[config.mk]
export PLATFORM = sky130hd
export DESIGN_NAME = least_loaded_server_assign
export DESIGN_NICKNAME = d
export VERILOG_FILES = /design/src/rtl/llsa_pkg.sv /design/src/rtl/llsa_ram.sv /design/src/rtl/least_loaded_server_assign.sv
export SDC_FILE = /design/constraint.sdc
export NUM_CORES = 1
export LEC_CHECK = 0
export BUFFER_PORTS_ARGS = -buffer_cell sky130_fd_sc_hd__buf_2
export CORE_UTILIZATION = 30
export CTS_CLUSTER_DIAMETER = 40
export DETAILED_ROUTE_END_ITERATION = 10
export HOLD_SLACK_MARGIN = 0.06
export PLACE_DENSITY_LB_ADDON = 0.15
export SKIP_LAST_GASP = 1
export SLEW_MARGIN = 15
export SYNTH_ARGS = -nofsm -noshare
export SYNTH_HDL_FRONTEND = slang
export SYNTH_SLANG_ARGS = --single-unit
[constraint.sdc]
create_clock -name clk -period 15.73 [get_ports clk]
set_clock_uncertainty 0.05 [all_clocks]
set_input_delay 0.7865 -clock clk [delete_from_list [all_inputs] [get_ports clk]]
set_output_delay 0.7865 -clock clk [all_outputs]
set_load 0.02 [all_outputs]
[src/rtl/llsa_pkg.sv]
`timescale 1ns / 1ps
// ----------------------------------------------------------------------------
// llsa_pkg
// Shared constants and types for the least-loaded server assignment block.
// ----------------------------------------------------------------------------
package llsa_pkg;

    localparam int MAX_CASHIERS = 16;
    localparam int IDX_W        = $clog2(MAX_CASHIERS);
    localparam int CNT_W        = $clog2(MAX_CASHIERS + 1);
    localparam int CFG_W        = 5;
    localparam int RATE_W       = 8;
    localparam int ITEM_W       = 8;
    localparam int TIME_W       = 32;
    localparam int PROD_W       = RATE_W + ITEM_W;

    localparam logic [CFG_W-1:0] ACTIVE_RESET = CFG_W'(MAX_CASHIERS);

    localparam logic REQ_LOAD = 1'b0;
    localparam logic REQ_JOB  = 1'b1;

    typedef enum logic [5:0] {
        S_IDLE = 6'b000001,
        S_SCAN = 6'b000010,
        S_LAST = 6'b000100,
        S_RATE = 6'b001000,
        S_MUL  = 6'b010000,
        S_ADD  = 6'b100000
    } state_t;

endpackage

[src/rtl/llsa_ram.sv]
`timescale 1ns / 1ps
// ----------------------------------------------------------------------------
// llsa_ram
// Generic simple dual-port RAM: one write port, one read port, registered read.
// ----------------------------------------------------------------------------
module llsa_ram #(
    parameter int WIDTH = 8,
    parameter int DEPTH = 16
) (
    input  logic                     clk,
    input  logic                     we,
    input  logic [$clog2(DEPTH)-1:0] waddr,
    input  logic [WIDTH-1:0]         wdata,
    input  logic [$clog2(DEPTH)-1:0] raddr,
    output logic [WIDTH-1:0]         rdata
);

    logic [WIDTH-1:0] mem [DEPTH];

    always_ff @(posedge clk)
    begin
        if (we)
        begin
            mem[waddr] <= wdata;
        end
        rdata <= mem[raddr];
    end

endmodule

[src/rtl/least_loaded_server_assign.sv]
`timescale 1ns / 1ps
// ----------------------------------------------------------------------------
// least_loaded_server_assign
// Greedy assignment of jobs to the active server with the smallest busy time.
// ----------------------------------------------------------------------------
// A load word is taken without going busy, and its result strobes on done in
// the next cycle. A job word keeps busy high until its result is formed; the
// scan covers the N effective active servers (1..16), reading one busy-time
// entry per cycle through the single read port of the busy-time RAM, and then
// the block reads the rate, multiplies, adds and writes back. Each
// result is shown for exactly one cycle with done high; the receiver cannot
// stall it, and a new word may be started in that same cycle.
// ----------------------------------------------------------------------------
module least_loaded_server_assign (
    input  logic                           clk,
    input  logic                           rst_n,
    input  logic                           start,
    output logic                           busy,
    input  logic                           req_type,
    input  logic [llsa_pkg::IDX_W-1:0]     cashier_index,
    input  logic [llsa_pkg::RATE_W-1:0]    rate,
    input  logic [llsa_pkg::ITEM_W-1:0]    item_count,
    input  logic                           cfg_we,
    input  logic [llsa_pkg::CFG_W-1:0]     cfg_wdata,
    output logic                           done,
    output logic [llsa_pkg::IDX_W-1:0]     assigned_cashier,
    output logic [llsa_pkg::TIME_W-1:0]    finish_time,
    output logic [llsa_pkg::TIME_W-1:0]    longest_finish,
    output logic                           index_ignored
);

    localparam int IDX_W  = llsa_pkg::IDX_W;
    localparam int CNT_W  = llsa_pkg::CNT_W;
    localparam int CFG_W  = llsa_pkg::CFG_W;
    localparam int RATE_W = llsa_pkg::RATE_W;
    localparam int ITEM_W = llsa_pkg::ITEM_W;
    localparam int TIME_W = llsa_pkg::TIME_W;
    localparam int PROD_W = llsa_pkg::PROD_W;
    localparam int MAXC   = llsa_pkg::MAX_CASHIERS;

    llsa_pkg::state_t state_reg, state_next;

    logic [CFG_W-1:0]  active_cashiers_reg;
    logic [MAXC-1:0]   vld_reg, vld_next;
    logic [MAXC-1:0]   rate_vld_reg, rate_vld_next;
    logic              busy_vq_reg, busy_vq_next;
    logic              rate_vq_reg, rate_vq_next;
    logic [ITEM_W-1:0] items_reg, items_next;
    logic [IDX_W-1:0]  last_reg, last_next;
    logic [IDX_W-1:0]  scan_reg, scan_next;
    logic              cmp_vld_reg, cmp_vld_next;
    logic [IDX_W-1:0]  cmp_idx_reg, cmp_idx_next;
    logic [TIME_W-1:0] min_reg, min_next;
    logic [IDX_W-1:0]  chosen_reg, chosen_next;
    logic [PROD_W-1:0] prod_reg, prod_next;
    logic [TIME_W-1:0] longest_reg, longest_next;
    logic              done_reg, done_next;
    logic [IDX_W-1:0]  assigned_reg, assigned_next;
    logic [TIME_W-1:0] finish_reg, finish_next;
    logic [TIME_W-1:0] lf_reg, lf_next;
    logic              ignored_reg, ignored_next;

    logic              busy_we;
    logic [IDX_W-1:0]  busy_waddr;
    logic [TIME_W-1:0] busy_wdata;
    logic [IDX_W-1:0]  busy_raddr;
    logic [TIME_W-1:0] busy_rdata;
    logic              rate_we;
    logic [RATE_W-1:0] rate_rdata;

    logic [CNT_W-1:0]  n_eff;
    logic              accept;
    logic              load_ok;
    logic [TIME_W-1:0] busy_rd;
    logic [RATE_W-1:0] rate_rd;
    logic [TIME_W:0]   sum;
    logic [TIME_W-1:0] fin;

    llsa_ram #(.WIDTH(TIME_W), .DEPTH(MAXC)) u_busy_ram (
        .clk   (clk),
        .we    (busy_we),
        .waddr (busy_waddr),
        .wdata (busy_wdata),
        .raddr (busy_raddr),
        .rdata (busy_rdata)
    );

    llsa_ram #(.WIDTH(RATE_W), .DEPTH(MAXC)) u_rate_ram (
        .clk   (clk),
        .we    (rate_we),
        .waddr (cashier_index),
        .wdata (rate),
        .raddr (chosen_reg),
        .rdata (rate_rdata)
    );

    always_comb
    begin
        if (active_cashiers_reg == '0)
        begin
            n_eff = CNT_W'(1);
        end
        else if (CNT_W'(active_cashiers_reg) > CNT_W'(MAXC))
        begin
            n_eff = CNT_W'(MAXC);
        end
        else
        begin
            n_eff = CNT_W'(active_cashiers_reg);
        end
    end

    assign busy    = (state_reg != llsa_pkg::S_IDLE);
    assign accept  = start && !busy;
    assign load_ok = (CNT_W'(cashier_index) < n_eff);
    assign busy_rd = busy_vq_reg ? busy_rdata : '0;
    assign rate_rd = rate_vq_reg ? rate_rdata : '0;
    assign sum     = {1'b0, min_reg} + (TIME_W + 1)'(prod_reg);
    assign fin     = sum[TIME_W] ? {TIME_W{1'b1}} : sum[TIME_W-1:0];

    always_comb
    begin
        state_next    = state_reg;
        vld_next      = vld_reg;
        rate_vld_next = rate_vld_reg;
        items_next    = items_reg;
        last_next     = last_reg;
        scan_next     = scan_reg;
        cmp_vld_next  = 1'b0;
        cmp_idx_next  = cmp_idx_reg;
        min_next      = min_reg;
        chosen_next   = chosen_reg;
        prod_next     = prod_reg;
        longest_next  = longest_reg;
        done_next     = 1'b0;
        assigned_next = assigned_reg;
        finish_next   = finish_reg;
        lf_next       = lf_reg;
        ignored_next  = ignored_reg;
        busy_we       = 1'b0;
        busy_waddr    = cashier_index;
        busy_wdata    = '0;
        busy_raddr    = scan_reg;
        rate_we       = 1'b0;

        // fold in the busy time read during the previous cycle
        if (cmp_vld_reg && ((cmp_idx_reg == '0) || (busy_rd < min_reg)))
        begin
            min_next    = busy_rd;
            chosen_next = cmp_idx_reg;
        end

        case (state_reg)
            llsa_pkg::S_IDLE:
            begin
                if (accept)
                begin
                    if (req_type == llsa_pkg::REQ_LOAD)
                    begin
                        assigned_next = cashier_index;
                        finish_next   = '0;
                        ignored_next  = !load_ok;
                        lf_next       = longest_reg;
                        done_next     = 1'b1;
                        if (load_ok)
                        begin
                            busy_we                      = 1'b1;
                            rate_we                      = 1'b1;
                            vld_next[cashier_index]      = 1'b1;
                            rate_vld_next[cashier_index] = 1'b1;
                            if (cashier_index == '0)
                            begin
                                longest_next = '0;
                                lf_next      = '0;
                            end
                        end
                    end
                    else
                    begin
                        items_next = item_count;
                        last_next  = IDX_W'(n_eff - CNT_W'(1));
                        scan_next  = '0;
                        state_next = llsa_pkg::S_SCAN;
                    end
                end
            end
            llsa_pkg::S_SCAN:
            begin
                cmp_vld_next = 1'b1;
                cmp_idx_next = scan_reg;
                if (scan_reg == last_reg)
                begin
                    state_next = llsa_pkg::S_LAST;
                end
                else
                begin
                    scan_next = scan_reg + IDX_W'(1);
                end
            end
            llsa_pkg::S_LAST:
            begin
                state_next = llsa_pkg::S_RATE;
            end
            llsa_pkg::S_RATE:
            begin
                state_next = llsa_pkg::S_MUL;
            end
            llsa_pkg::S_MUL:
            begin
                prod_next  = PROD_W'(rate_rd) * PROD_W'(items_reg);
                state_next = llsa_pkg::S_ADD;
            end
            llsa_pkg::S_ADD:
            begin
                busy_we       = 1'b1;
                busy_waddr    = chosen_reg;
                busy_wdata    = fin;
                vld_next[chosen_reg] = 1'b1;
                if (fin > longest_reg)
                begin
                    longest_next = fin;
                    lf_next      = fin;
                end
                else
                begin
                    lf_next = longest_reg;
                end
                assigned_next = chosen_reg;
                finish_next   = fin;
                ignored_next  = 1'b0;
                done_next     = 1'b1;
                state_next    = llsa_pkg::S_IDLE;
            end
            default:
            begin
                state_next = llsa_pkg::S_IDLE;
            end
        endcase

        busy_vq_next = vld_reg[busy_raddr];
        rate_vq_next = rate_vld_reg[chosen_reg];
    end

    always_ff @(posedge clk or negedge rst_n)
    begin
        if (!rst_n)
        begin
            state_reg           <= llsa_pkg::S_IDLE;
            active_cashiers_reg <= llsa_pkg::ACTIVE_RESET;
            vld_reg             <= '0;
            rate_vld_reg        <= '0;
            busy_vq_reg         <= 1'b0;
            rate_vq_reg         <= 1'b0;
            cmp_vld_reg         <= 1'b0;
            longest_reg         <= '0;
            done_reg            <= 1'b0;
        end
        else
        begin
            state_reg    <= state_next;
            vld_reg      <= vld_next;
            rate_vld_reg <= rate_vld_next;
            busy_vq_reg  <= busy_vq_next;
            rate_vq_reg  <= rate_vq_next;
            cmp_vld_reg  <= cmp_vld_next;
            longest_reg  <= longest_next;
            done_reg     <= done_next;
            if (cfg_we)
            begin
                active_cashiers_reg <= cfg_wdata;
            end
        end
    end

    always_ff @(posedge clk)
    begin
        items_reg    <= items_next;
        last_reg     <= last_next;
        scan_reg     <= scan_next;
        cmp_idx_reg  <= cmp_idx_next;
        min_reg      <= min_next;
        chosen_reg   <= chosen_next;
        prod_reg     <= prod_next;
        assigned_reg <= assigned_next;
        finish_reg   <= finish_next;
        lf_reg       <= lf_next;
        ignored_reg  <= ignored_next;
    end

    assign done             = done_reg;
    assign assigned_cashier = assigned_reg;
    assign finish_time      = finish_reg;
    assign longest_finish   = lf_reg;
    assign index_ignored    = ignored_reg;

endmodule

# Yosys cells after proc, flatten, opt, wreduce, memory -nomap -nowiden
# Memories as Yosys holds them, arrays and structs flattened. A register that Yosys moved wholly into a read port is not among the register bits.
# Index checks and enable logic that the tools add are counted.
# word_totals
regBits	220
latch_bits	0
mem_bits_rw	640
rom_bits	0
inputBits	30
output_inout_bits	71
word_cells	126
mem_count	2
# memory_table
memory	words	width	read_ports	rd_ports_with_merged_regs	wr	line_no	source
u_busy_ram.mem	16	32	1	1	1	llsa_ram.sv:18	logic [WIDTH-1:0] mem [DEPTH];
u_rate_ram.mem	16	8	1	1	1	llsa_ram.sv:18	
# classes
n_addsub	3
mul	1
div_mod_pow	0
n_lt_le_gt_ge	9
n_eq_ne	14
shift	0
muxes	55
bitwise_logic	4
n_reduce_logical	18
# op_table
op	count
$mux 32	10
$pmux 32 s2	2
$mux 16	3
$or 16x16->16	3
$add 32x16->33	1
$gt 32x32->1	1
$lt 32x32->1	1
$pmux 16 s2	1
$pmux 6 s5	1
$mux 4	6
$mux 6	3
$mux 1	17
$mul 8x8->16	1
$pmux 4 s2	2
$lt 4x5->1 const B	3
$ne 2x2->1 const B	6
$reduce_and 4->1	3
$mux 5	2
$reduce_and 3->1	3
$bmux 1 s4	2
$demux 1 s4	2
$ge 4x1->1 const B	2
$logic_not 4->1	2
$mux 8	1
other kinds (19)	26

# Depth between registers and ports, before layout
# depth
word_depth	10
mapped_depth	20
ltp_nobuf	17

# By module
# A second synthesis with hierarchy kept.
# hier_totals
cells_unflattened	2372
hier_area_um2	38904.8
# modules_own_cells
module	n_inst	cells_each	area_per_inst_um2	seq_area_each_um2
llsa_ram at u_busy_ram	1	838	19836.5	16015.4
least_loaded_server_assign	1	1305	13920.9	6213.5
llsa_ram at u_rate_ram	1	229	5147.4	4003.8

# Worst setup path after synthesis
# No wires, ideal clock.
# synth_timing
path_type	register -> register
from	reg rate_vq_reg
to	reg prod_reg[15], data pin
setup_time_ns	0.266
t_arrival_ns	4.618
required_time_ns	15.414
setup_slack_ns	10.796
stages_incl_launch_ff	17
n_path_buf	2
synth_period_minus_slack_ns	4.934
cell_sequence	dfrtp_1 -> clkbuf_1 -> clkbuf_1 -> nand3_1 -> fa_1 -> fa_1 -> inv_1 -> fa_1 -> inv_1 -> fa_1 -> inv_1 -> ha_1 -> a21boi_1 -> o41a_1 -> a41o_1 -> o41ai_1 -> xnor2_1
# synth_via
elab_chain_cells	2
# synth_lines
item	line_no	source
start: declaration	least_loaded_server_assign.sv:47	logic rate_vq_reg, rate_vq_next;
start signal: assignment	least_loaded_server_assign.sv:264	rate_vq_reg <= rate_vq_next;
$mux 8	least_loaded_server_assign.sv:117	assign rate_rd = rate_vq_reg ? rate_rdata : '0;
$mul 8x8->16	least_loaded_server_assign.sv:210	prod_next = PROD_W'(rate_rd) * PROD_W'(items_reg);
end signal: assignment	least_loaded_server_assign.sv:283	prod_reg <= prod_next;
end: declaration	least_loaded_server_assign.sv:55	logic [PROD_W-1:0] prod_reg, prod_next;
# Every way passes these cells.
# A chain may end at the register's enable or synchronous reset.

# Final worst setup path
# layout_timing
from	reg min_reg[0]
to	reg lf_reg[16] (netlist: longest_finish[16]), data pin
# layout_via
elab_chain_cells	5
# layout_lines
item	line_no	source
start: declaration	least_loaded_server_assign.sv:53	logic [TIME_W-1:0] min_reg, min_next;
start signal: assignment	least_loaded_server_assign.sv:281	min_reg <= min_next;
$add 32x16->33 *	least_loaded_server_assign.sv:118	assign sum = {1'b0, min_reg} + (TIME_W + 1)'(prod_reg);
$mux 32 *	least_loaded_server_assign.sv:119	assign fin = sum[TIME_W] ? {TIME_W{1'b1}} : sum[TIME_W-1:0];
$gt 32x32->1	least_loaded_server_assign.sv:219	if (fin > longest_reg)
$mux 32 *	n/a	
$pmux 32 s2 *	n/a	
named net lf_next[16]	least_loaded_server_assign.sv:60	logic [TIME_W-1:0] lf_reg, lf_next;
end signal: assignment	least_loaded_server_assign.sv:286	lf_reg <= lf_next;
end: declaration	least_loaded_server_assign.sv:60	
# Mark *: on every way through the listed nets, which the timed path passes. The rest lies on a longest branch.

==> out/qor.yml <==
status: "complete, no violations"
core_area_um2: 126000
rsz0062_at_grt: "false"
final_util: 0.365
netlist_instances: 2168
cts_max_level: 4
synth_area_leaders: "edfxtp_1 (61%), mux4_2 (12%), dfrtp_1 (5.0%)"
synth_top_cell_by_area: "edfxtp_1"
clock_latency_ns: 0.76
largest_reg_flops: 512
ys_ff_latch: 900
crit_chain: "ha_1 -> fa_1 -> a211oi_1 -> o211a_1 -> o21ai_1 -> o21ai_1 -> nor2_1 -> nor3_1 -> inv_1 -> ha_1 -> a211oi_1 -> nand2_1 -> a221oi_1 -> o31ai_1 -> nor3_1 -> or2_1 -> buf_4 -> o22ai_1"
drive_gt1_frac: 0.270
layout_common_cells: "edfxtp_1 (781), mux4_2 (210), inv_1 (148)"
cp_num_cells: 18
die_w_um: 359
reg_top3: "u_busy_ram.mem: 512 flops, u_rate_ram.mem: 128 flops"
cts_sinks: 900
dp_hpwl_um: 61400
yosysSeqAreaShare: 0.686
grt_max_degree: 136
synth_warnings: 0
grt_pass1_vias: 21700
cap_violations: 0
tightest_slew_ns: 1.15
synth_edf_count: 781
dp_slack_ns: 9.48
synth_nets: 2355
post-route-period-util: 0.403
crit_arrival_ns: 6.74
die_height_um: 359
setup_viol: 0
cp-start-kind: "flop"
cts-root-buf: "clkbuf_16"
cp.required_ns: 16.14
placed_area_um2: 41100
ant_nets: 0
ir_worst_vdd_mv: 0.105
p_leak_nw: 15.9
worst-setup-path-type: "reg -> reg"
wl_per_cell_um: 25.0
drc: 0
async_flop_share: 0.0878
syn_to_final_growth_pct: 20.3
grt_overflow_total: 0
clkTransAtPathRegs_ns: 0.05
fin_tns_setup_ns: 0
top_register: "u_busy_ram.mem"
critPathMaxFanout: 22
wirelength_um: 104000
fin_hold_ws_ns: 0.170
place.port_buffers: 100
synth_cell_types: 73
crit_path_top_delay_cell: "or2_1"
worst-path-buf-inv: 2
clockBufferDepth: 3
reg2regPathDepth: 18
worstSetupEndpointType: "flop"
path_delay_family: "simple AND/OR/NAND/NOR gates"
holdCritPathClass: "in -> reg"
post_drt_via_cell_ratio: 4.96
syn_area_per_cell_um2: 17.6
die_area_um2: 129000
stdcell_area_um2: 46000
cts-buffers-inserted: 141
grt_usage: 0.163
dr.pass1.iters: 5
antenna_found_initial: 4
gp_congestion: 0.841
fin_ws_ns: 9.39
rows: 130
min_period_ns: 6.34
ios: 101
final_common_cell: "edfxtp_1"
fmax_ghz: 0.158
fin_nets: 2573
start_util: 0.303
syn_area_um2: 38200
max_slew_margin: 0.228
ys.flop_type: "edfxtp_1"
yosys.area.top_type_share: 0.613
drtIter0Drc: 1592
maxSlewViolCount: 0
max_stage_delay_ns: 0.64
power-per-cell-area_nw_per_um2: 156
min_path_cells: 1
via_count: 20600
post_cts_buffers: 0
grt_pass1_wl_um: 152000
hold_viol: 0
cts_tree: "done"
-- cell type report --
| type | count | area, um^2 |
|---|---|---|
| well taps | 1650 | 2060 |
| flip-flops and latches | 900 | 26200 |
| diodes | 1 | 2.50 |
| clock inverters | 92 | 1230 |
| multi-input cells | 1037 | 11300 |
| clock buffers | 166 | 3670 |
| repair buffers | 158 | 966 |
| fillers | 11700 | 80100 |
| inverters | 148 | 556 |
-- through the flow --
stage          power (mW)  instances
6_report             7.16       4152
2_1_floorplan        3.65       2168
4_1_cts              7.25       4150
3_5_place_dp         4.01       3891
3_3_place_gp         4.01       3891
5_1_grt              7.47       4151
-- synth_stat cells (all sizes together) (8+ instances only) --
master,n
a21o,19
a21oi,45
and2,43
and3,34
buf,28
clkbuf,55
dfrtp,77
dfxtp,40
edfxtp,781
fa,37
ha,120
inv,148
mux4,210
nand2,66
nand2b,10
nand3,34
nand4,17
nor2,99
nor3,19
nor4,9
o211ai,8
o21a,10
o21ai,31
o21bai,19
o22ai,46
o2bb2ai,22
or2,20
xnor2,15
xor2,17
-- routing by layer --
layer  wire length [um]  GRT usage
met5                  0          0
met4               2780     0.0550
met3               5870     0.0387
met2              49700      0.263
met1              45600      0.216
-- logic make-up (layout without fill, tap and decap cells) --
group	after synthesis	count (layout)	synth area share
buf+inv	231	564	0.0243
other cells	0	1	0
flops	900	900	0.686
simple gates	380	380	0.0520
compound gates	247	247	0.0447
mux	221	221	0.127
xor+xnor	32	32	0.00733
fa+ha+maj	157	157	0.0586
-- final timing paths --
path	start	to	slack, ns
min in group asynchronous	rst_n	rate_vld_reg[5]	0.57
worst min register to register	cmp_idx_reg[1]	chosen_reg[1]	0.39
worst max-delay path	min_reg[0]	longest_finish[16]	9.39
worst min-delay path	item_count[7]	items_reg[7]	0.17
max in group asynchronous	rst_n	done	13.91
worst max register to register	min_reg[0]	longest_finish[16]	9.39
-- where the power goes --
| group | internal (mW) | total, mW | switching (mW) |
|---|---|---|---|
| Sequential | 2.75 | 2.86 | 0.103 |
| Clock | 2.03 | 3.20 | 1.17 |
| Combinational | 0.452 | 1.10 | 0.650 |
-- what timing repair did --
action / in CTS / in global routing
hold endpoints to repair: 26 / 0
resized for setup: 0 / 0
hold buffers: 1 / 0
Note: power is estimated with default switching activity, not from simulation.
